**src/sv/crid_pkg.sv**
```systemverilog
// Package for the content identifier descriptor parser.
// Holds the transaction payload types and the parse phase encoding.
// No dependencies.
package crid_pkg;

	typedef struct packed {
		logic [7:0] data_byte;
		logic       first_byte;
	} crid_in_item_t;

	typedef struct packed {
		logic [5:0]  crid_type;
		logic [1:0]  crid_location;
		logic [7:0]  crid_length;
		logic [15:0] crid_ref;
		logic [7:0]  id_byte;
		logic        byte_valid;
		logic        entry_end;
		logic        descriptor_end;
		logic        overrun;
	} crid_out_item_t;

	typedef enum logic [6:0] {
		PH_TAG  = 7'b0000001,
		PH_LEN  = 7'b0000010,
		PH_HDR  = 7'b0000100,
		PH_CLEN = 7'b0001000,
		PH_IDB  = 7'b0010000,
		PH_REFH = 7'b0100000,
		PH_REFL = 7'b1000000
	} crid_phase_t;

	localparam logic [1:0] LOC_EXPLICIT = 2'd0;
	localparam logic [1:0] LOC_REFERENCE = 2'd1;

	typedef struct packed {
		logic           fire;
		crid_out_item_t item;
	} crid_result_t;

endpackage

```
**src/sv/crid_if.sv**
```systemverilog
// Valid/ready channel interfaces for descriptor bytes and parse results.
// Depends on crid_pkg.
interface crid_in_if;
	import crid_pkg::*;
	logic          valid;
	logic          ready;
	crid_in_item_t payload;
	modport source (output valid, output payload, input ready);
	modport sink (input valid, input payload, output ready);
endinterface

interface crid_out_if;
	import crid_pkg::*;
	logic           valid;
	logic           ready;
	crid_out_item_t payload;
	modport source (output valid, output payload, input ready);
	modport sink (input valid, input payload, output ready);
endinterface

```
**src/sv/crid_descriptor_parser_top.sv**
```systemverilog
// Top level of the content identifier descriptor parser.
// Depends on crid_pkg, crid_if, crid_parse and crid_out_reg.
//
// Usage:
//   desc carries one descriptor byte per transaction; first_byte marks the
//   tag byte and restarts the parse from any point.
//   crid carries the results: one per identifier byte, per reference, per
//   empty or reserved entry, per entry truncated before any identifier byte,
//   and per empty descriptor. A byte can be taken every cycle unless crid
//   stalls. A result appears on crid the cycle after its byte is taken.
//   Bytes that cause no result leave nothing on crid.
//   When the receiver holds crid.ready low with a result waiting, desc.ready
//   drops and the pending result and parse state hold until it is taken.
//   Reset empties the result register and returns the parser to waiting
//   for a tag byte; bytes before the first tag are dropped.
module crid_descriptor_parser_top (
	input logic       clk,
	input logic       arst_n,
	crid_in_if.sink   desc,
	crid_out_if.source crid
);
	import crid_pkg::*;

	logic         take;
	logic         accept;
	crid_result_t result;

	assign desc.ready = take;
	assign accept     = desc.valid & take;

	crid_parse u_parse (
		.clk    (clk),
		.arst_n (arst_n),
		.accept (accept),
		.item   (desc.payload),
		.result (result)
	);

	crid_out_reg u_out (
		.clk    (clk),
		.arst_n (arst_n),
		.accept (accept),
		.result (result),
		.take   (take),
		.crid   (crid)
	);

endmodule

```
**src/sv/crid_parse.sv**
```systemverilog
// Parse state machine: consumes one descriptor byte per accepted transaction
// and forms at most one result. Depends on crid_pkg.
module crid_parse (
	input  logic                    clk,
	input  logic                    arst_n,
	input  logic                    accept,
	input  crid_pkg::crid_in_item_t item,
	output crid_pkg::crid_result_t  result
);
	import crid_pkg::*;

	crid_phase_t phase_q, phase_d;
	logic [7:0]  dbl_q, dbl_d;
	logic [5:0]  type_q, type_d;
	logic [1:0]  loc_q, loc_d;
	logic [7:0]  len_q, len_d;
	logic [7:0]  idl_q, idl_d;
	logic [7:0]  refh_q, refh_d;
	logic [7:0]  b;
	logic [7:0]  dbl_dec;
	logic [7:0]  idl_dec;
	logic        dend;
	logic        last;
	logic [15:0] ref_v;
	logic [7:0]  idb_v;
	logic        bv, eend, de, ovr, fire;

	assign b       = item.data_byte;
	assign dbl_dec = dbl_q - 8'd1;
	assign idl_dec = idl_q - 8'd1;
	assign dend    = (dbl_dec == 8'd0);
	assign last    = (idl_dec == 8'd0);

	always_comb begin
		phase_d = phase_q;
		dbl_d   = dbl_q;
		type_d  = type_q;
		loc_d   = loc_q;
		len_d   = len_q;
		idl_d   = idl_q;
		refh_d  = refh_q;
		fire    = 1'b0;
		ref_v   = 16'd0;
		idb_v   = 8'd0;
		bv      = 1'b0;
		eend    = 1'b0;
		de      = 1'b0;
		ovr     = 1'b0;
		if (item.first_byte) begin
			phase_d = PH_LEN;
			dbl_d   = 8'd0;
			type_d  = 6'd0;
			loc_d   = 2'd0;
			len_d   = 8'd0;
			idl_d   = 8'd0;
			refh_d  = 8'd0;
		end else begin
			unique case (phase_q)
				PH_TAG: begin
				end
				PH_LEN: begin
					dbl_d = b;
					if (b == 8'd0) begin
						phase_d = PH_TAG;
						fire    = 1'b1;
						de      = 1'b1;
					end else begin
						phase_d = PH_HDR;
					end
				end
				PH_HDR: begin
					dbl_d  = dbl_dec;
					type_d = b[7:2];
					loc_d  = b[1:0];
					len_d  = 8'd0;
					idl_d  = 8'd0;
					refh_d = 8'd0;
					if (b[1]) begin
						phase_d = dend ? PH_TAG : PH_HDR;
						fire    = 1'b1;
						eend    = 1'b1;
						de      = dend;
					end else if (dend) begin
						phase_d = PH_TAG;
						fire    = 1'b1;
						eend    = 1'b1;
						de      = 1'b1;
						ovr     = 1'b1;
					end else begin
						phase_d = (b[1:0] == LOC_EXPLICIT) ? PH_CLEN : PH_REFH;
					end
				end
				PH_CLEN: begin
					dbl_d = dbl_dec;
					len_d = b;
					idl_d = b;
					if (b == 8'd0) begin
						phase_d = dend ? PH_TAG : PH_HDR;
						fire    = 1'b1;
						eend    = 1'b1;
						de      = dend;
					end else if (dend) begin
						phase_d = PH_TAG;
						fire    = 1'b1;
						eend    = 1'b1;
						de      = 1'b1;
						ovr     = 1'b1;
					end else begin
						phase_d = PH_IDB;
					end
				end
				PH_IDB: begin
					dbl_d   = dbl_dec;
					idl_d   = idl_dec;
					phase_d = dend ? PH_TAG : (last ? PH_HDR : PH_IDB);
					fire    = 1'b1;
					idb_v   = b;
					bv      = 1'b1;
					eend    = last | dend;
					de      = dend;
					ovr     = dend & ~last;
				end
				PH_REFH: begin
					dbl_d  = dbl_dec;
					refh_d = b;
					if (dend) begin
						phase_d = PH_TAG;
						fire    = 1'b1;
						eend    = 1'b1;
						de      = 1'b1;
						ovr     = 1'b1;
					end else begin
						phase_d = PH_REFL;
					end
				end
				PH_REFL: begin
					dbl_d   = dbl_dec;
					phase_d = dend ? PH_TAG : PH_HDR;
					fire    = 1'b1;
					ref_v   = {refh_q, b};
					eend    = 1'b1;
					de      = dend;
				end
				default: begin
					phase_d = PH_TAG;
				end
			endcase
		end
	end

	always_comb begin
		result.fire                = fire;
		result.item.crid_type      = type_d;
		result.item.crid_location  = loc_d;
		result.item.crid_length    = (loc_d == LOC_EXPLICIT) ? len_d : 8'd0;
		result.item.crid_ref       = ref_v;
		result.item.id_byte        = idb_v;
		result.item.byte_valid     = bv;
		result.item.entry_end      = eend;
		result.item.descriptor_end = de;
		result.item.overrun        = ovr;
	end

	always_ff @(posedge clk or negedge arst_n) begin
		if (!arst_n) begin
			phase_q <= PH_TAG;
			dbl_q   <= 8'd0;
			type_q  <= 6'd0;
			loc_q   <= 2'd0;
			len_q   <= 8'd0;
			idl_q   <= 8'd0;
			refh_q  <= 8'd0;
		end else if (accept) begin
			phase_q <= phase_d;
			dbl_q   <= dbl_d;
			type_q  <= type_d;
			loc_q   <= loc_d;
			len_q   <= len_d;
			idl_q   <= idl_d;
			refh_q  <= refh_d;
		end
	end

endmodule

```
**src/sv/crid_out_reg.sv**
```systemverilog
// Result register between the parse logic and the result channel.
// Depends on crid_pkg and crid_if.
module crid_out_reg (
	input  logic                   clk,
	input  logic                   arst_n,
	input  logic                   accept,
	input  crid_pkg::crid_result_t result,
	output logic                   take,
	crid_out_if.source             crid
);
	import crid_pkg::*;

	logic           valid_q;
	crid_out_item_t item_q;

	assign take         = ~valid_q | crid.ready;
	assign crid.valid   = valid_q;
	assign crid.payload = item_q;

	always_ff @(posedge clk or negedge arst_n) begin
		if (!arst_n) begin
			valid_q <= 1'b0;
		end else if (take) begin
			valid_q <= accept & result.fire;
		end
	end

	always_ff @(posedge clk) begin
		if (accept && result.fire) begin
			item_q <= result.item;
		end
	end

endmodule

```
**src/flat_wrapper.sv**
```systemverilog
// flat-port wrapper written by rule: the top's interface ports become plain ports
module crid_descriptor_parser_top_flat import crid_pkg::*;
  (clk, arst_n, desc_valid, desc_payload, desc_ready, crid_valid, crid_payload, crid_ready);
  crid_in_if desc_i ();
  crid_out_if crid_i ();
  input logic clk;
  input logic arst_n;
  input wire logic [$bits(desc_i.valid)-1:0] desc_valid;
  input wire logic [$bits(desc_i.payload)-1:0] desc_payload;
  output wire logic [$bits(desc_i.ready)-1:0] desc_ready;
  output wire logic [$bits(crid_i.valid)-1:0] crid_valid;
  output wire logic [$bits(crid_i.payload)-1:0] crid_payload;
  input wire logic [$bits(crid_i.ready)-1:0] crid_ready;
  assign desc_i.valid = desc_valid;
  assign desc_i.payload = desc_payload;
  assign desc_ready = desc_i.ready;
  assign crid_valid = crid_i.valid;
  assign crid_payload = crid_i.payload;
  assign crid_i.ready = crid_ready;
  crid_descriptor_parser_top u_core (.clk(clk), .arst_n(arst_n), .desc(desc_i), .crid(crid_i));
endmodule
```
**config.mk**
```make
export PLATFORM = sky130hd
export DESIGN_NAME = crid_descriptor_parser_top_flat
export DESIGN_NICKNAME = d
export VERILOG_FILES = /design/src/sv/crid_pkg.sv /design/src/sv/crid_if.sv /design/src/sv/crid_descriptor_parser_top.sv /design/src/sv/crid_parse.sv /design/src/sv/crid_out_reg.sv /design/src/flat_wrapper.sv
export SDC_FILE = /design/constraint.sdc
export NUM_CORES = 1
export LEC_CHECK = 0
export BUFFER_PORTS_ARGS = -buffer_cell sky130_fd_sc_hd__buf_4
export CORE_UTILIZATION = 45
export DETAILED_ROUTE_END_ITERATION = 16
export GPL_ROUTABILITY_DRIVEN = 0
export SLEW_MARGIN = 15
export SYNTH_ARGS = -nofsm -noshare
export SYNTH_HDL_FRONTEND = slang
export SYNTH_SLANG_ARGS = --single-unit
```
**constraint.sdc**
```tcl
create_clock -name clk -period 4.25 [get_ports clk]
set_input_delay 0.425 -clock clk [delete_from_list [all_inputs] [get_ports clk]]
set_output_delay 0.425 -clock clk [all_outputs]
set_load 0.005 [all_outputs]
```
==> impl_metrics.prom, run 1 <==
# TYPE chip_impl_metric gauge
chip_impl_metric{name="rows",unit=""} 37
chip_impl_metric{name="fmax",unit="MHz"} 372
chip_impl_metric{name="r2r_setup_slack",unit="ns"} 1.56
chip_impl_metric{name="tritoncts.num_buffers",unit=""} 9
chip_impl_metric{name="grt_pass1_vias",unit=""} 3523
chip_impl_metric{name="worst-slew-pin-transition",unit="ns"} 1.04
chip_impl_metric{name="cp_slowest_stage_delay",unit="ns"} 0.58
chip_impl_metric{name="place.detailed.hpwl",unit="um"} 7920
chip_impl_metric{name="layout-drive-gt1-share",unit="%"} 18.3
chip_impl_metric{name="final_core_utilization",unit="%"} 52.9
chip_impl_metric{name="timing.max_cap.violations",unit=""} 0
chip_impl_metric{name="postCtsSetupRepairBufs",unit=""} 0
chip_impl_metric{name="finalCriticalPeriod",unit="ns"} 2.69
chip_impl_metric{name="remaining_drc_errors",unit=""} 0
chip_impl_metric{name="die_ar",unit="sq um"} 11000
chip_impl_metric{name="drt-wirelength-per-cell",unit="um"} 18.8
chip_impl_metric{name="tns",unit="ns"} 0
chip_impl_metric{name="synth-edff-count",unit=""} 44
chip_impl_metric{name="clk_pin_slew_worst_paths",unit="ns"} 0.10
chip_impl_metric{name="grt.total_usage",unit="%"} 22.6
chip_impl_metric{name="cts.htree.levels",unit=""} 3
chip_impl_metric{name="grt_pass1_wl",unit="um"} 19100
chip_impl_metric{name="worst-endpoint-arrival",unit="ns"} 2.90
chip_impl_metric{name="synthesis_warnings",unit=""} 0
chip_impl_metric{name="detailed_routing_iterations_pass_1",unit=""} 5
chip_impl_metric{name="core-area",unit="sq um"} 10300
chip_impl_info{name="cts_tree",value="yes"} 1
chip_impl_metric{name="cp.required",unit="ns"} 4.46
chip_impl_metric{name="grt_max_degree",unit=""} 49
chip_impl_metric{name="asyncSetResetFlopFracSynth",unit="%"} 52.2
chip_impl_metric{name="cts-root-to-sink-buffers",unit=""} 2
chip_impl_info{name="setup_repair_after_global_routing_missed_its_margin",value="no"} 1
chip_impl_info{name="crit_path_end_kind",value="flop"} 1
chip_impl_metric{name="internal_power",unit="mW"} 1.34
chip_impl_metric{name="floorplan.die.height",unit="um"} 105
chip_impl_metric{name="postRouteAntennaNets",unit=""} 0
chip_impl_metric{name="dieWidth",unit="um"} 105
chip_impl_metric{name="i_o_pin_cnt",unit=""} 59
chip_impl_info{name="crit_path_start_kind",value="flop"} 1
chip_impl_metric{name="power_frac_clock",unit="%"} 32.6
chip_impl_metric{name="finalSetupViolCount",unit=""} 0
chip_impl_metric{name="mappedNetlistNets",unit=""} 479
chip_impl_metric{name="globalRouteOverflowTotal",unit=""} 0
chip_impl_metric{name="worst_clock_skew",unit="ns"} 0.00868
chip_impl_metric{name="areaGrowthSynthToFinish",unit="%"} 14.4
chip_impl_metric{name="post_cts_resized",unit=""} 0
chip_impl_metric{name="syn_avg_cell_area",unit="sq um"} 10.3
chip_impl_metric{name="seq_power_share",unit="%"} 53.7
chip_impl_metric{name="num-nets-final",unit=""} 516
chip_impl_metric{name="swShare",unit="%"} 28.0
chip_impl_metric{name="initial_core_util",unit="%"} 46.2
chip_impl_metric{name="number_of_drc_markers_after_the_initial_detailed_route_iteration",unit=""} 320
chip_impl_metric{name="worst_vdd_drop",unit="mV"} 0.193
chip_impl_metric{name="worst-r2r-cell-count",unit=""} 5
chip_impl_info{name="ys_dominant_reg_cell",value="dfrtp_1"} 1
chip_impl_metric{name="cells_after_synthesis",unit=""} 462
chip_impl_metric{name="net_switching_power",unit="mW"} 0.520
chip_impl_metric{name="power.density_cell_area",unit="nW/um^2"} 342
chip_impl_metric{name="wl_met3",unit="um"} 695
chip_impl_metric{name="insertedDiodeCount",unit=""} 0
chip_impl_metric{name="met2WireLength",unit="um"} 5560
chip_impl_info{name="slowest_stage",value="nand3_1"} 1
chip_impl_info{name="r2r_end",value="u_core.u_out.crid.payload[31]$_SDFFCE_PP0P_"} 1
chip_impl_metric{name="p_leak",unit="nW"} 2.28
chip_impl_info{name="clock_tree.root_cell",value="clkbuf_8"} 1
chip_impl_metric{name="routed_met1_length",unit="um"} 5510
chip_impl_metric{name="io_buffers",unit=""} 58
chip_impl_metric{name="cts_hold_buffers",unit=""} 0
chip_impl_metric{name="synth-seq-cells",unit=""} 92
chip_impl_info{name="crit_type",value="reg -> reg"} 1
chip_impl_metric{name="route.detailed.vias_per_inst",unit=""} 5.99
chip_impl_info{name="crit_chain",value="nor3_2 -> nand3_1 -> or3_1 -> a21o_1 -> a21oi_1"} 1
chip_impl_metric{name="worstPathMaxFanout",unit=""} 12
chip_impl_metric{name="detail_route.wirelength",unit="um"} 12000
chip_impl_metric{name="timing.final.max_slew_violations",unit=""} 0
chip_impl_info{name="status",value="finished clean"} 1
chip_impl_metric{name="timing.slew.headroom",unit="%"} 30.4
chip_impl_metric{name="vias",unit=""} 3834
chip_impl_metric{name="combinationalPowerShare",unit="%"} 13.7
chip_impl_info{name="top_signal_layer_used",value="met4"} 1
chip_impl_info{name="worst_hold_path_type",value="in -> async"} 1
chip_impl_metric{name="syn-cell-area",unit="sq um"} 4750
chip_impl_metric{name="hold_viol",unit=""} 0
chip_impl_metric{name="fraction_of_the_cycle_the_final_worst_path_needs",unit="%"} 63.3
chip_impl_metric{name="post_synth_num_cell_types",unit=""} 64
chip_impl_metric{name="worstSkewPairLatency",unit="ns"} 0.36
chip_impl_metric{name="ys_seq_area_share",unit="%"} 53.1
chip_impl_metric{name="tritoncts_num_sinks",unit=""} 92
chip_impl_info{name="reg2reg_from",value="u_core.u_parse.phase_q[5]$_DFFE_PN0P_"} 1
chip_impl_metric{name="grt_antenna_before_repair",unit=""} 0
layer usage:
| metal | vias up | global-route usage (%) |
|---|---|---|
| li1 | 1779 | - |
| met1 | 1878 | 31.5 |
| met5 | - | 0 |
| met4 | 0 | 9.36 |
| met2 | 157 | 35.7 |
| met3 | 20 | 2.99 |
layout make-up:
| cell class | instances | area (sq um) |
|---|---|---|
| Clock inverter | 7 | 76.3 |
| Clock buffer | 9 | 124 |
| Sequential cell | 92 | 2520 |
| Tap cell | 136 | 170 |
| Timing Repair Buffer | 61 | 458 |
| Inverter | 13 | 48.8 |
| Multi-Input combinational cell | 322 | 2040 |
| Fill cell | 937 | 4840 |
state kept, by name, summed over array words and instances, names as in the netlist:
name and count:
u_core.u_parse.idl_q 8, u_core.u_parse.refh_q 8, u_core.u_parse.type_q 6, u_core.u_parse.phase_q 7, u_core.u_parse.loc_q 2, u_core.u_parse.len_q 8
u_core.u_out.crid.valid 1, u_core.u_out.crid.payload 44, u_core.u_parse.dbl_q 8
cells in the final DEF (no fill, tap or decap), types with 2 or more instances in the layout:
| cell type | instances |
|---|---|
| mux2i_1 | 14 |
| o21bai_1 | 2 |
| or4_4 | 2 |
| inv_1 | 13 |
| a22oi_1 | 12 |
| edfxtp_1 | 44 |
| and2_1 | 3 |
| a22o_1 | 10 |
| a32oi_1 | 4 |
| a31oi_1 | 2 |
| or3_1 | 2 |
| xnor2_1 | 5 |
| o21ai_0 | 11 |
| o21ai_1 | 22 |
| clkbuf_8 | 9 |
| nand3_1 | 6 |
| nor4_1 | 7 |
| a21oi_1 | 13 |
| buf_4 | 61 |
| o211ai_1 | 5 |
| clkinv_2 | 2 |
| nand2_1 | 55 |
| dfrtp_1 | 47 |
| clkinv_4 | 2 |
| a311oi_1 | 3 |
| nor3_1 | 3 |
| and3_1 | 27 |
| a2bb2oi_1 | 4 |
| ha_1 | 4 |
| mux2_1 | 2 |
| a211oi_1 | 5 |
| o22ai_1 | 7 |
| nor2_1 | 40 |
| nand4_1 | 2 |
| a21o_1 | 2 |
| xor2_1 | 4 |
| nor3b_1 | 2 |
| o31ai_1 | 12 |
| nor2b_1 | 4 |
worst max-delay path: cells and delay by family (launching register included):
kind / cells / cell delay, ns
AND/OR/NAND/NOR: 3 / 1.57
flip-flops: 1 / 0.52
AO/OA/AOI/OAI: 2 / 0.44
power groups by stage:
stage          combinational (mW)  sequential [mW]  clock (mW)
6_report                    0.255            0.997       0.606
3_5_place_dp                0.251             1.01           0
2_1_floorplan               0.182             1.01           0
5_1_grt                     0.282             1.00       0.650
4_1_cts                     0.252            0.995       0.616
3_3_place_gp                0.248             1.01           0
per-stage QoR:
stage / worst slack [ns] / power, mW / area (sq um) / std cells / hold WS [ns]
2_1_floorplan: 0.527 / 1.19 / 4750 / 462 / 0.129
3_3_place_gp: 1.68 / 1.26 / 5240 / 624 / 0.459
3_5_place_dp: 1.60 / 1.26 / 5240 / 624 / 0.467
4_1_cts: 1.56 / 1.86 / 5440 / 640 / 0.104
5_1_grt: 1.32 / 1.93 / 5440 / 640 / 0.135
6_report: 1.56 / 1.86 / 5440 / 640 / 0.0809
synth_stat cells (3+ instances only):
| cell type | instances | share of area (%) |
|---|---|---|
| nor3_1 | 3 | 0.32 |
| a22oi_1 | 12 | 1.9 |
| inv_1 | 13 | 1.0 |
| ha_1 | 4 | 1.1 |
| mux2i_1 | 14 | 2.9 |
| xnor2_1 | 5 | 0.92 |
| o211ai_1 | 5 | 0.79 |
| a211oi_1 | 5 | 0.79 |
| a2bb2oi_1 | 4 | 0.74 |
| a21oi_1 | 13 | 1.4 |
| o22ai_1 | 7 | 0.92 |
| nand3_1 | 6 | 0.63 |
| xor2_1 | 4 | 0.74 |
| a311oi_1 | 3 | 0.55 |
| edfxtp_1 | 44 | 28 |
| nor2b_1 | 4 | 0.53 |
| nor4_1 | 7 | 0.92 |
| o21ai_1 | 22 | 2.3 |
| nor2_1 | 41 | 3.2 |
| o21ai_0 | 11 | 1.2 |
| clkbuf_1 | 24 | 1.9 |
| and3_1 | 27 | 3.6 |
| dfrtp_1 | 47 | 25 |
| buf_2 | 9 | 0.95 |
| o31ai_1 | 12 | 1.9 |
| a22o_1 | 10 | 1.8 |
| nand2_1 | 55 | 4.3 |
| and2_1 | 3 | 0.39 |
| a32oi_1 | 4 | 0.74 |
logic make-up after synthesis:
| logic type | count (synthesis) | synth area share [%] |
|---|---|---|
| flip-flops | 92 | 53.1 |
| buffers and inverters | 48 | 4.19 |
| AO/OA/AOI/OAI | 123 | 18.2 |
| AND/OR/NAND/NOR | 170 | 18.4 |
| XOR/XNOR | 9 | 1.66 |
| multiplexers | 16 | 3.42 |
| adder cells (fa/ha/maj) | 4 | 1.05 |
worst max path at each step:
stage	from	endpoint
floorplan	u_core.u_parse.phase_q[4]$_DFFE_PN0P_	u_core.u_out.crid.payload[0]$_SDFFCE_PP0P_
global placement	u_core.u_parse.phase_q[5]$_DFFE_PN0P_	u_core.u_out.crid.payload[34]$_SDFFCE_PP0P_
detailed placement	u_core.u_parse.phase_q[5]$_DFFE_PN0P_	u_core.u_out.crid.payload[31]$_SDFFCE_PP0P_
CTS	u_core.u_parse.phase_q[5]$_DFFE_PN0P_	u_core.u_out.crid.payload[31]$_SDFFCE_PP0P_
global route	u_core.u_parse.phase_q[5]$_DFFE_PN0P_	u_core.u_out.crid.payload[31]$_SDFFCE_PP0P_
finish	u_core.u_parse.phase_q[5]$_DFFE_PN0P_	u_core.u_out.crid.payload[31]$_SDFFCE_PP0P_
Power figures use the tool's default switching activity.
==> run 2, diff against run 1 <==
--- a/config.mk
+++ b/config.mk
@@ -5,6 +5,7 @@
 export SDC_FILE = /design/constraint.sdc
 export NUM_CORES = 1
 export LEC_CHECK = 0
+export ABC_AREA = 1
 export BUFFER_PORTS_ARGS = -buffer_cell sky130_fd_sc_hd__buf_4
 export CORE_UTILIZATION = 45
 export DETAILED_ROUTE_END_ITERATION = 16
==> constraint.sdc (replaced) <==
create_clock -name clk -period 2.5 [get_ports clk]
set_input_delay 0.25 -clock clk [delete_from_list [all_inputs] [get_ports clk]]
set_output_delay 0.25 -clock clk [all_outputs]
set_load 0.005 [all_outputs]
==> run 2 against run 1 <==
Net effect: critical path depth up 6; critical path type unchanged; worst hold slack improved by 0.15 ns; largest cell class unchanged; critical endpoint is now u_core.u_out.crid.payload[8]$_SDFFCE_PP0P_; total power up 70%; sequential share of layout area shrank 0.075 points.
==> impl_metrics.prom, run 2 <==
# TYPE chip_impl_metric gauge
chip_impl_metric{name="detailed_routing_iterations_pass_1",unit=""} 5
chip_impl_metric{name="core-area",unit="sq um"} 9730
chip_impl_metric{name="synthesis_warnings",unit=""} 0
chip_impl_metric{name="final_area",unit="sq um"} 5450
chip_impl_info{name="crit_type",value="reg -> reg"} 1
chip_impl_metric{name="power_frac_clock",unit="%"} 30.2
chip_impl_metric{name="power.density_cell_area",unit="nW/um^2"} 580
chip_impl_metric{name="finalCriticalPeriod",unit="ns"} 2.30
chip_impl_metric{name="tritoncts.num_buffers",unit=""} 9
chip_impl_metric{name="swShare",unit="%"} 30.4
chip_impl_info{name="synth_area_leaders",value="edfxtp_1, dfrtp_1, nand2_1, o21ai_0, nor2_1"} 1
chip_impl_metric{name="rows",unit=""} 36
chip_impl_info{name="crit_path_end_kind",value="flop"} 1
chip_impl_metric{name="vias",unit=""} 3597
chip_impl_metric{name="hold_viol",unit=""} 0
chip_impl_metric{name="timing.final.max_slew_violations",unit=""} 0
chip_impl_metric{name="fillers",unit=""} 901
chip_impl_metric{name="mappedNetlistNets",unit=""} 508
chip_impl_metric{name="postPlaceCellArea",unit="sq um"} 5210
chip_impl_info{name="status",value="finished clean"} 1
chip_impl_metric{name="syn_avg_cell_area",unit="sq um"} 9.17
chip_impl_metric{name="combinationalPowerShare",unit="%"} 16.5
chip_impl_metric{name="asyncSetResetFlopFracSynth",unit="%"} 52.2
chip_impl_metric{name="postRouteAntennaNets",unit=""} 0
chip_impl_metric{name="finalSetupViolCount",unit=""} 0
chip_impl_metric{name="worst-endpoint-arrival",unit="ns"} 2.43
chip_impl_metric{name="fraction_of_the_cycle_the_final_worst_path_needs",unit="%"} 92.0
chip_impl_metric{name="post-synth-top-area-fraction",unit="%"} 29.3
chip_impl_metric{name="worstSkewPairLatency",unit="ns"} 0.37
chip_impl_metric{name="cts.htree.levels",unit=""} 3
chip_impl_metric{name="io_buffers",unit=""} 58
chip_impl_metric{name="dieWidth",unit="um"} 102
chip_impl_info{name="top_library_cells_by_usage_in_the_layout_fill_and_taps_aside",value="nand2_1, buf_4, nor2_1"} 1
chip_impl_metric{name="synth-edff-count",unit=""} 44
chip_impl_metric{name="grt_antenna_before_repair",unit=""} 0
chip_impl_metric{name="worst_clock_skew",unit="ns"} 0.0155
chip_impl_metric{name="final_core_utilization",unit="%"} 56.0
chip_impl_metric{name="seq_power_share",unit="%"} 53.3
chip_impl_metric{name="die_ar",unit="sq um"} 10400
chip_impl_metric{name="cts-root-to-sink-buffers",unit=""} 2
chip_impl_metric{name="tns",unit="ns"} 0
chip_impl_metric{name="floorplan.die.height",unit="um"} 102
chip_impl_metric{name="grt_pass1_vias",unit=""} 3422
chip_impl_metric{name="detail_route.wirelength",unit="um"} 10700
chip_impl_metric{name="total_power",unit="mW"} 3.16
chip_impl_metric{name="cp.required",unit="ns"} 2.63
chip_impl_info{name="crit_path_start_kind",value="flop"} 1
chip_impl_metric{name="p_leak",unit="nW"} 2.39
chip_impl_metric{name="route.detailed.vias_per_inst",unit=""} 5.07
chip_impl_metric{name="internal_power",unit="mW"} 2.20
chip_impl_metric{name="wl_met3",unit="um"} 612
chip_impl_metric{name="syn-cell-area",unit="sq um"} 4500
chip_impl_metric{name="i_o_pin_cnt",unit=""} 59
chip_impl_metric{name="worstPathMaxFanout",unit=""} 19
chip_impl_info{name="synth.most_common_cell",value="nand2_1"} 1
chip_impl_info{name="synth.top_cells.by_count",value="nand2_1, nor2_1, inv_1"} 1
chip_impl_metric{name="grt_pass1_wl",unit="um"} 17300
chip_impl_metric{name="areaGrowthSynthToFinish",unit="%"} 20.9
chip_impl_metric{name="synth-seq-cells",unit=""} 92
chip_impl_metric{name="globalRouteOverflowTotal",unit=""} 0
chip_impl_metric{name="drt-wirelength-per-cell",unit="um"} 15.1
chip_impl_metric{name="clk_pin_slew_worst_paths",unit="ns"} 0.10
chip_impl_metric{name="flip_flop_count_of_the_largest_register_all_copies_and_words_added",unit=""} 44
chip_impl_metric{name="tritoncts_num_sinks",unit=""} 92
chip_impl_metric{name="num-nets-final",unit=""} 588
chip_impl_metric{name="met2WireLength",unit="um"} 4930
chip_impl_metric{name="post_synth_num_cell_types",unit=""} 41
chip_impl_info{name="ys_dominant_reg_cell",value="dfrtp_1"} 1
chip_impl_metric{name="worst_vdd_drop",unit="mV"} 0.325
chip_impl_metric{name="initial_core_util",unit="%"} 46.3
chip_impl_metric{name="routed_met1_length",unit="um"} 5010
chip_impl_metric{name="remaining_drc_errors",unit=""} 0
chip_impl_metric{name="grt_max_degree",unit=""} 49
chip_impl_info{name="top_signal_layer_used",value="met4"} 1
chip_impl_info{name="setup_repair_after_global_routing_missed_its_margin",value="yes"} 1
chip_impl_info{name="clock_tree.root_cell",value="clkbuf_8"} 1
chip_impl_info{name="synth_largest_area_cell",value="edfxtp_1"} 1
chip_impl_info{name="mostFrequentLayoutCell",value="nand2_1"} 1
chip_impl_metric{name="fmax",unit="MHz"} 435
chip_impl_info{name="worst_hold_path_type",value="in -> reg"} 1
chip_impl_metric{name="grt.total_usage",unit="%"} 22.2
chip_impl_metric{name="timing.slew.headroom",unit="%"} 57.3
chip_impl_metric{name="cells_after_synthesis",unit=""} 491
chip_impl_metric{name="insertedDiodeCount",unit=""} 0
chip_impl_metric{name="layout-drive-gt1-share",unit="%"} 25.7
chip_impl_metric{name="place.detailed.hpwl",unit="um"} 7900
chip_impl_metric{name="net_switching_power",unit="mW"} 0.959
chip_impl_info{name="cts_tree",value="yes"} 1
chip_impl_metric{name="number_of_drc_markers_after_the_initial_detailed_route_iteration",unit=""} 215
chip_impl_metric{name="ys_seq_area_share",unit="%"} 56.0
chip_impl_metric{name="timing.max_cap.violations",unit=""} 0
chip_impl_metric{name="worst-slew-pin-transition",unit="ns"} 0.640
[run 2: critical path, stage by stage (launching register included)]
cell and delay [ns]:
dfrtp_1 0.45, nor2_2 0.20, nand3_1 0.11, xor2_1 0.22, nor2_2 0.09, nand2_2 0.14, nand2_2 0.07, nand2_1 0.08
nand2_1 0.07, o21bai_2 0.18, clkinvlp_4 0.23, buf_12 0.22
[run 2: kinds of logic after synthesis]
| kind of cell | count (synthesis) | synth area share (%) |
|---|---|---|
| buffers and inverters | 78 | 6.97 |
| XOR/XNOR | 5 | 0.972 |
| flip-flops | 92 | 56.0 |
| adder cells (fa/ha/maj) | 4 | 1.11 |
| AO/OA/AOI/OAI | 87 | 11.7 |
| AND/OR/NAND/NOR | 225 | 23.2 |
[run 2: cell type report]
type	instances	area, sq um	share of cell area [%]
Tap cell	133	166	3.06
Clock inverter	6	55.1	1.01
Timing Repair Buffer	78	613	11.3
Clock buffer	10	128	2.34
Inverter	69	265	4.87
Multi-Input combinational cell	321	1700	31.1
Sequential cell	92	2520	46.3
[run 2: path summary, 6_finish.rpt]
kind,from,endpoint,slack [ns],cells past startpoint
max,u_core.u_parse.dbl_q[3]$_DFFE_PN0P_,u_core.u_out.crid.payload[8]$_SDFFCE_PP0P_,0.20,11
min,desc_payload[8],u_core.u_parse.idl_q[7]$_DFFE_PN0P_,0.23,3
max reg2reg,u_core.u_parse.dbl_q[3]$_DFFE_PN0P_,u_core.u_out.crid.payload[8]$_SDFFCE_PP0P_,0.20,11
min reg2reg,u_core.u_parse.phase_q[0]$_DFFE_PN1P_,u_core.u_parse.phase_q[0]$_DFFE_PN1P_,0.49,2
max in group asynchronous,arst_n,u_core.u_parse.len_q[5]$_DFFE_PN0P_,1.62,2
min in group asynchronous,arst_n,u_core.u_parse.type_q[5]$_DFFE_PN0P_,0.42,2
[run 2: per-stage QoR]
step	hold slack (ns)	instances	setup WS [ns]
after floorplan	-0.0456	491	0.00320
after global placement	0.306	688	0.165
after detailed placement	0.313	688	0.0959
after CTS	0.223	705	0.0577
after global routing	0.258	709	-0.0168
final	0.229	709	0.200
[run 2: timing repair]
action                                  4_1_cts  5_1_grt
endpoints found under the setup margin        0       40
gates resized for setup                       0        4
buffers inserted                              0        4
hold buffers                                  1        0
hold endpoints to repair                     47        0
[run 2: power by group through the flow]
| stage | Clock, mW | Sequential [mW] | Combinational, mW |
|---|---|---|---|
| after CTS | 0.981 | 1.68 | 0.505 |
| after global routing | 1.05 | 1.69 | 0.582 |
| after detailed placement | 0 | 1.71 | 0.502 |
| final | 0.954 | 1.68 | 0.521 |
| after global placement | 0 | 1.71 | 0.496 |
| after floorplan | 0 | 1.70 | 0.366 |
[run 2: per-layer routing]
layer	GRT usage, %	vias to the layer above
met4	8.02	0
met2	34.2	124
met5	0	-
li1	-	1783
met1	31.2	1671
met3	4.38	19
==> run 3, diff against run 2 <==
--- a/config.mk
+++ b/config.mk
@@ -5,7 +5,6 @@
 export SDC_FILE = /design/constraint.sdc
 export NUM_CORES = 1
 export LEC_CHECK = 0
-export ABC_AREA = 1
 export BUFFER_PORTS_ARGS = -buffer_cell sky130_fd_sc_hd__buf_4
 export CORE_UTILIZATION = 45
 export DETAILED_ROUTE_END_ITERATION = 16
==> run 3 against run 2 <==
Net effect: highest routed layer unchanged; largest cell class unchanged; setup slack gained 0.0028 ns; die area rose by 5.4%; via count increased by 6.3%; sequential cell count unchanged; first-iteration DRC count is 30% higher; clock skew about the same; largest power group unchanged.
==> impl_metrics.prom, run 3 (same netlist as run 1, synthesis figures left out) <==
# TYPE chip_impl_metric gauge
chip_impl_metric{name="vias",unit=""} 3825
chip_impl_metric{name="place.detailed.hpwl",unit="um"} 8080
chip_impl_metric{name="i_o_pin_cnt",unit=""} 59
chip_impl_metric{name="worst-slew-pin-transition",unit="ns"} 0.643
chip_impl_metric{name="layout-drive-gt1-share",unit="%"} 20.2
chip_impl_metric{name="initial_core_util",unit="%"} 46.2
chip_impl_info{name="crit_type",value="reg -> reg"} 1
chip_impl_metric{name="detailed_routing_iterations_pass_1",unit=""} 5
chip_impl_metric{name="insertedDiodeCount",unit=""} 0
chip_impl_metric{name="worst-endpoint-arrival",unit="ns"} 2.35
chip_impl_metric{name="remaining_drc_errors",unit=""} 0
chip_impl_metric{name="postPlaceCellArea",unit="sq um"} 5340
chip_impl_info{name="worst_hold_path_type",value="in -> reg"} 1
chip_impl_metric{name="cts.htree.levels",unit=""} 3
chip_impl_metric{name="die_ar",unit="sq um"} 11000
chip_impl_metric{name="hold_viol",unit=""} 0
chip_impl_info{name="setup_repair_after_global_routing_missed_its_margin",value="no"} 1
chip_impl_metric{name="finalCriticalPeriod",unit="ns"} 2.30
chip_impl_info{name="clock_tree.root_cell",value="clkbuf_8"} 1
chip_impl_metric{name="worstPathMaxFanout",unit=""} 44
chip_impl_info{name="crit_path_start_kind",value="flop"} 1
chip_impl_metric{name="grt.total_usage",unit="%"} 23.6
chip_impl_metric{name="grt_max_degree",unit=""} 49
chip_impl_info{name="r2r_end",value="u_core.u_out.crid.payload[12]$_SDFFCE_PP0P_"} 1
chip_impl_metric{name="route.detailed.vias_per_inst",unit=""} 5.88
chip_impl_metric{name="timing.max_cap.violations",unit=""} 0
chip_impl_metric{name="final_core_utilization",unit="%"} 54.2
chip_impl_info{name="worst_hold_path.endpoint",value="u_core.u_parse.idl_q[1]$_DFFE_PN0P_"} 1
chip_impl_metric{name="clk_pin_slew_worst_paths",unit="ns"} 0.11
chip_impl_metric{name="grt_pass1_wl",unit="um"} 19900
chip_impl_info{name="worstSetupStartpoint",value="u_core.u_parse.phase_q[5]$_DFFE_PN0P_"} 1
chip_impl_info{name="status",value="finished clean"} 1
chip_impl_metric{name="tritoncts_num_sinks",unit=""} 92
chip_impl_info{name="hold_path.startpoint",value="desc_payload[0]"} 1
chip_impl_metric{name="io_buffers",unit=""} 58
chip_impl_metric{name="rows",unit=""} 37
chip_impl_metric{name="fmax",unit="MHz"} 435
chip_impl_metric{name="worstSkewPairLatency",unit="ns"} 0.37
chip_impl_metric{name="fillers",unit=""} 917
chip_impl_metric{name="r2r_setup_slack",unit="ns"} 0.20
chip_impl_metric{name="detail_route.wirelength",unit="um"} 12100
chip_impl_metric{name="drt-wirelength-per-cell",unit="um"} 18.6
chip_impl_metric{name="worst_clock_skew",unit="ns"} 0.0157
chip_impl_metric{name="postRouteAntennaNets",unit=""} 0
chip_impl_metric{name="flip_flop_count_of_the_largest_register_all_copies_and_words_added",unit=""} 44
chip_impl_metric{name="grt_antenna_before_repair",unit=""} 0
chip_impl_info{name="top_library_cells_by_usage_in_the_layout_fill_and_taps_aside",value="buf_4, nand2_1, dfrtp_1"} 1
chip_impl_metric{name="dieWidth",unit="um"} 105
chip_impl_metric{name="worst-r2r-cell-count",unit=""} 6
chip_impl_metric{name="p_leak",unit="nW"} 2.35
chip_impl_metric{name="floorplan.die.height",unit="um"} 105
chip_impl_metric{name="cp.required",unit="ns"} 2.55
chip_impl_metric{name="grt_pass1_vias",unit=""} 3646
chip_impl_info{name="cts_tree",value="yes"} 1
chip_impl_metric{name="core-area",unit="sq um"} 10300
chip_impl_metric{name="total_power",unit="mW"} 3.24
chip_impl_metric{name="postCtsSetupRepairBufs",unit=""} 0
chip_impl_metric{name="globalRouteOverflowTotal",unit=""} 0
chip_impl_metric{name="finalSetupViolCount",unit=""} 0
chip_impl_metric{name="fraction_of_the_cycle_the_final_worst_path_needs",unit="%"} 91.9
chip_impl_metric{name="worst_vdd_drop",unit="mV"} 0.279
chip_impl_metric{name="final_area",unit="sq um"} 5570
chip_impl_info{name="mostFrequentLayoutCell",value="buf_4"} 1
chip_impl_metric{name="number_of_drc_markers_after_the_initial_detailed_route_iteration",unit=""} 280
chip_impl_metric{name="tritoncts.num_buffers",unit=""} 9
chip_impl_metric{name="post-place-ws",unit="ns"} 0.237
chip_impl_metric{name="cts-root-to-sink-buffers",unit=""} 2
chip_impl_metric{name="power.density_cell_area",unit="nW/um^2"} 582
chip_impl_info{name="reg2reg_from",value="u_core.u_parse.phase_q[5]$_DFFE_PN0P_"} 1
chip_impl_metric{name="timing.slew.headroom",unit="%"} 57.2
chip_impl_metric{name="num-nets-final",unit=""} 527
chip_impl_metric{name="min_delay_path_depth",unit=""} 2
chip_impl_metric{name="areaGrowthSynthToFinish",unit="%"} 17.2
chip_impl_info{name="crit_path_end_kind",value="flop"} 1
chip_impl_metric{name="tns",unit="ns"} 0
chip_impl_metric{name="layout_setup_ws",unit="ns"} 0.202
chip_impl_metric{name="timing.final.max_slew_violations",unit=""} 0
run 3: cell count changes in the layout (fill, tap and decap cells not counted), moves of 19 or more:
| cell | change |
|---|---|
| nand2_1 | -49 |
| and3_1 | +26 |
| o21ai_0 | -37 |
| nor2_1 | -19 |
| inv_1 | -41 |
| o21ai_1 | +21 |
run 3: area by class of cell:
class / instances / area [sq um] / area share (%)
Timing Repair Buffer: 72 / 556 / 9.97
Clock buffer: 9 / 124 / 2.22
Multi-Input combinational cell: 322 / 2060 / 36.9
Clock inverter: 7 / 92.6 / 1.66
Inverter: 13 / 48.8 / 0.876
Tap cell: 136 / 170 / 3.05
Sequential cell: 92 / 2520 / 45.3
run 3: power by group:
part | leakage, nW | total (mW) | internal, mW | switching (mW)
clock network | 0.109 | 1.10 | 0.489 | 0.607
registers | 1.06 | 1.68 | 1.64 | 0.0481
logic | 1.18 | 0.463 | 0.184 | 0.279
total | 2.35 | 3.24 | 2.31 | 0.935
run 3: timing repair:
item                                   4_1_cts  5_1_grt
hold buffers                                 1        0
endpoints found under the hold margin       47        0
resized for setup                            0        0
run 3: stage by stage:
| stage | hold slack, ns | std cells |
|---|---|---|
| floorplan | -0.0456 | 462 |
| global placement | 0.313 | 634 |
| detailed placement | 0.324 | 634 |
| CTS | 0.0989 | 651 |
| global route | 0.0996 | 651 |
| finish | 0.110 | 651 |
run 3: worst max-delay path by stage:
stage                                                   to
4_1_cts         u_core.u_out.crid.payload[0]$_SDFFCE_PP0P_
3_3_place_gp    u_core.u_out.crid.payload[0]$_SDFFCE_PP0P_
3_5_place_dp    u_core.u_out.crid.payload[0]$_SDFFCE_PP0P_
5_1_grt        u_core.u_out.crid.payload[12]$_SDFFCE_PP0P_
2_1_floorplan   u_core.u_out.crid.payload[0]$_SDFFCE_PP0P_
6_report       u_core.u_out.crid.payload[12]$_SDFFCE_PP0P_
run 3: layer usage:
metal,up-vias,global-route usage [%],share of wire (%)
met4,0,9.66,2.3
met1,1861,32.9,46
li1,1806,-,-
met3,27,3.68,5.4
met2,131,37.0,46
met5,-,0,0
run 3: worst max-delay path, stage by stage (launching register included):
cell and delay (ns):
dfrtp_1 0.54, nor3_4 0.38, and4b_1 0.29, nor2b_1 0.24, nor4_2 0.12, nor2_4 0.14
buf_12 0.26
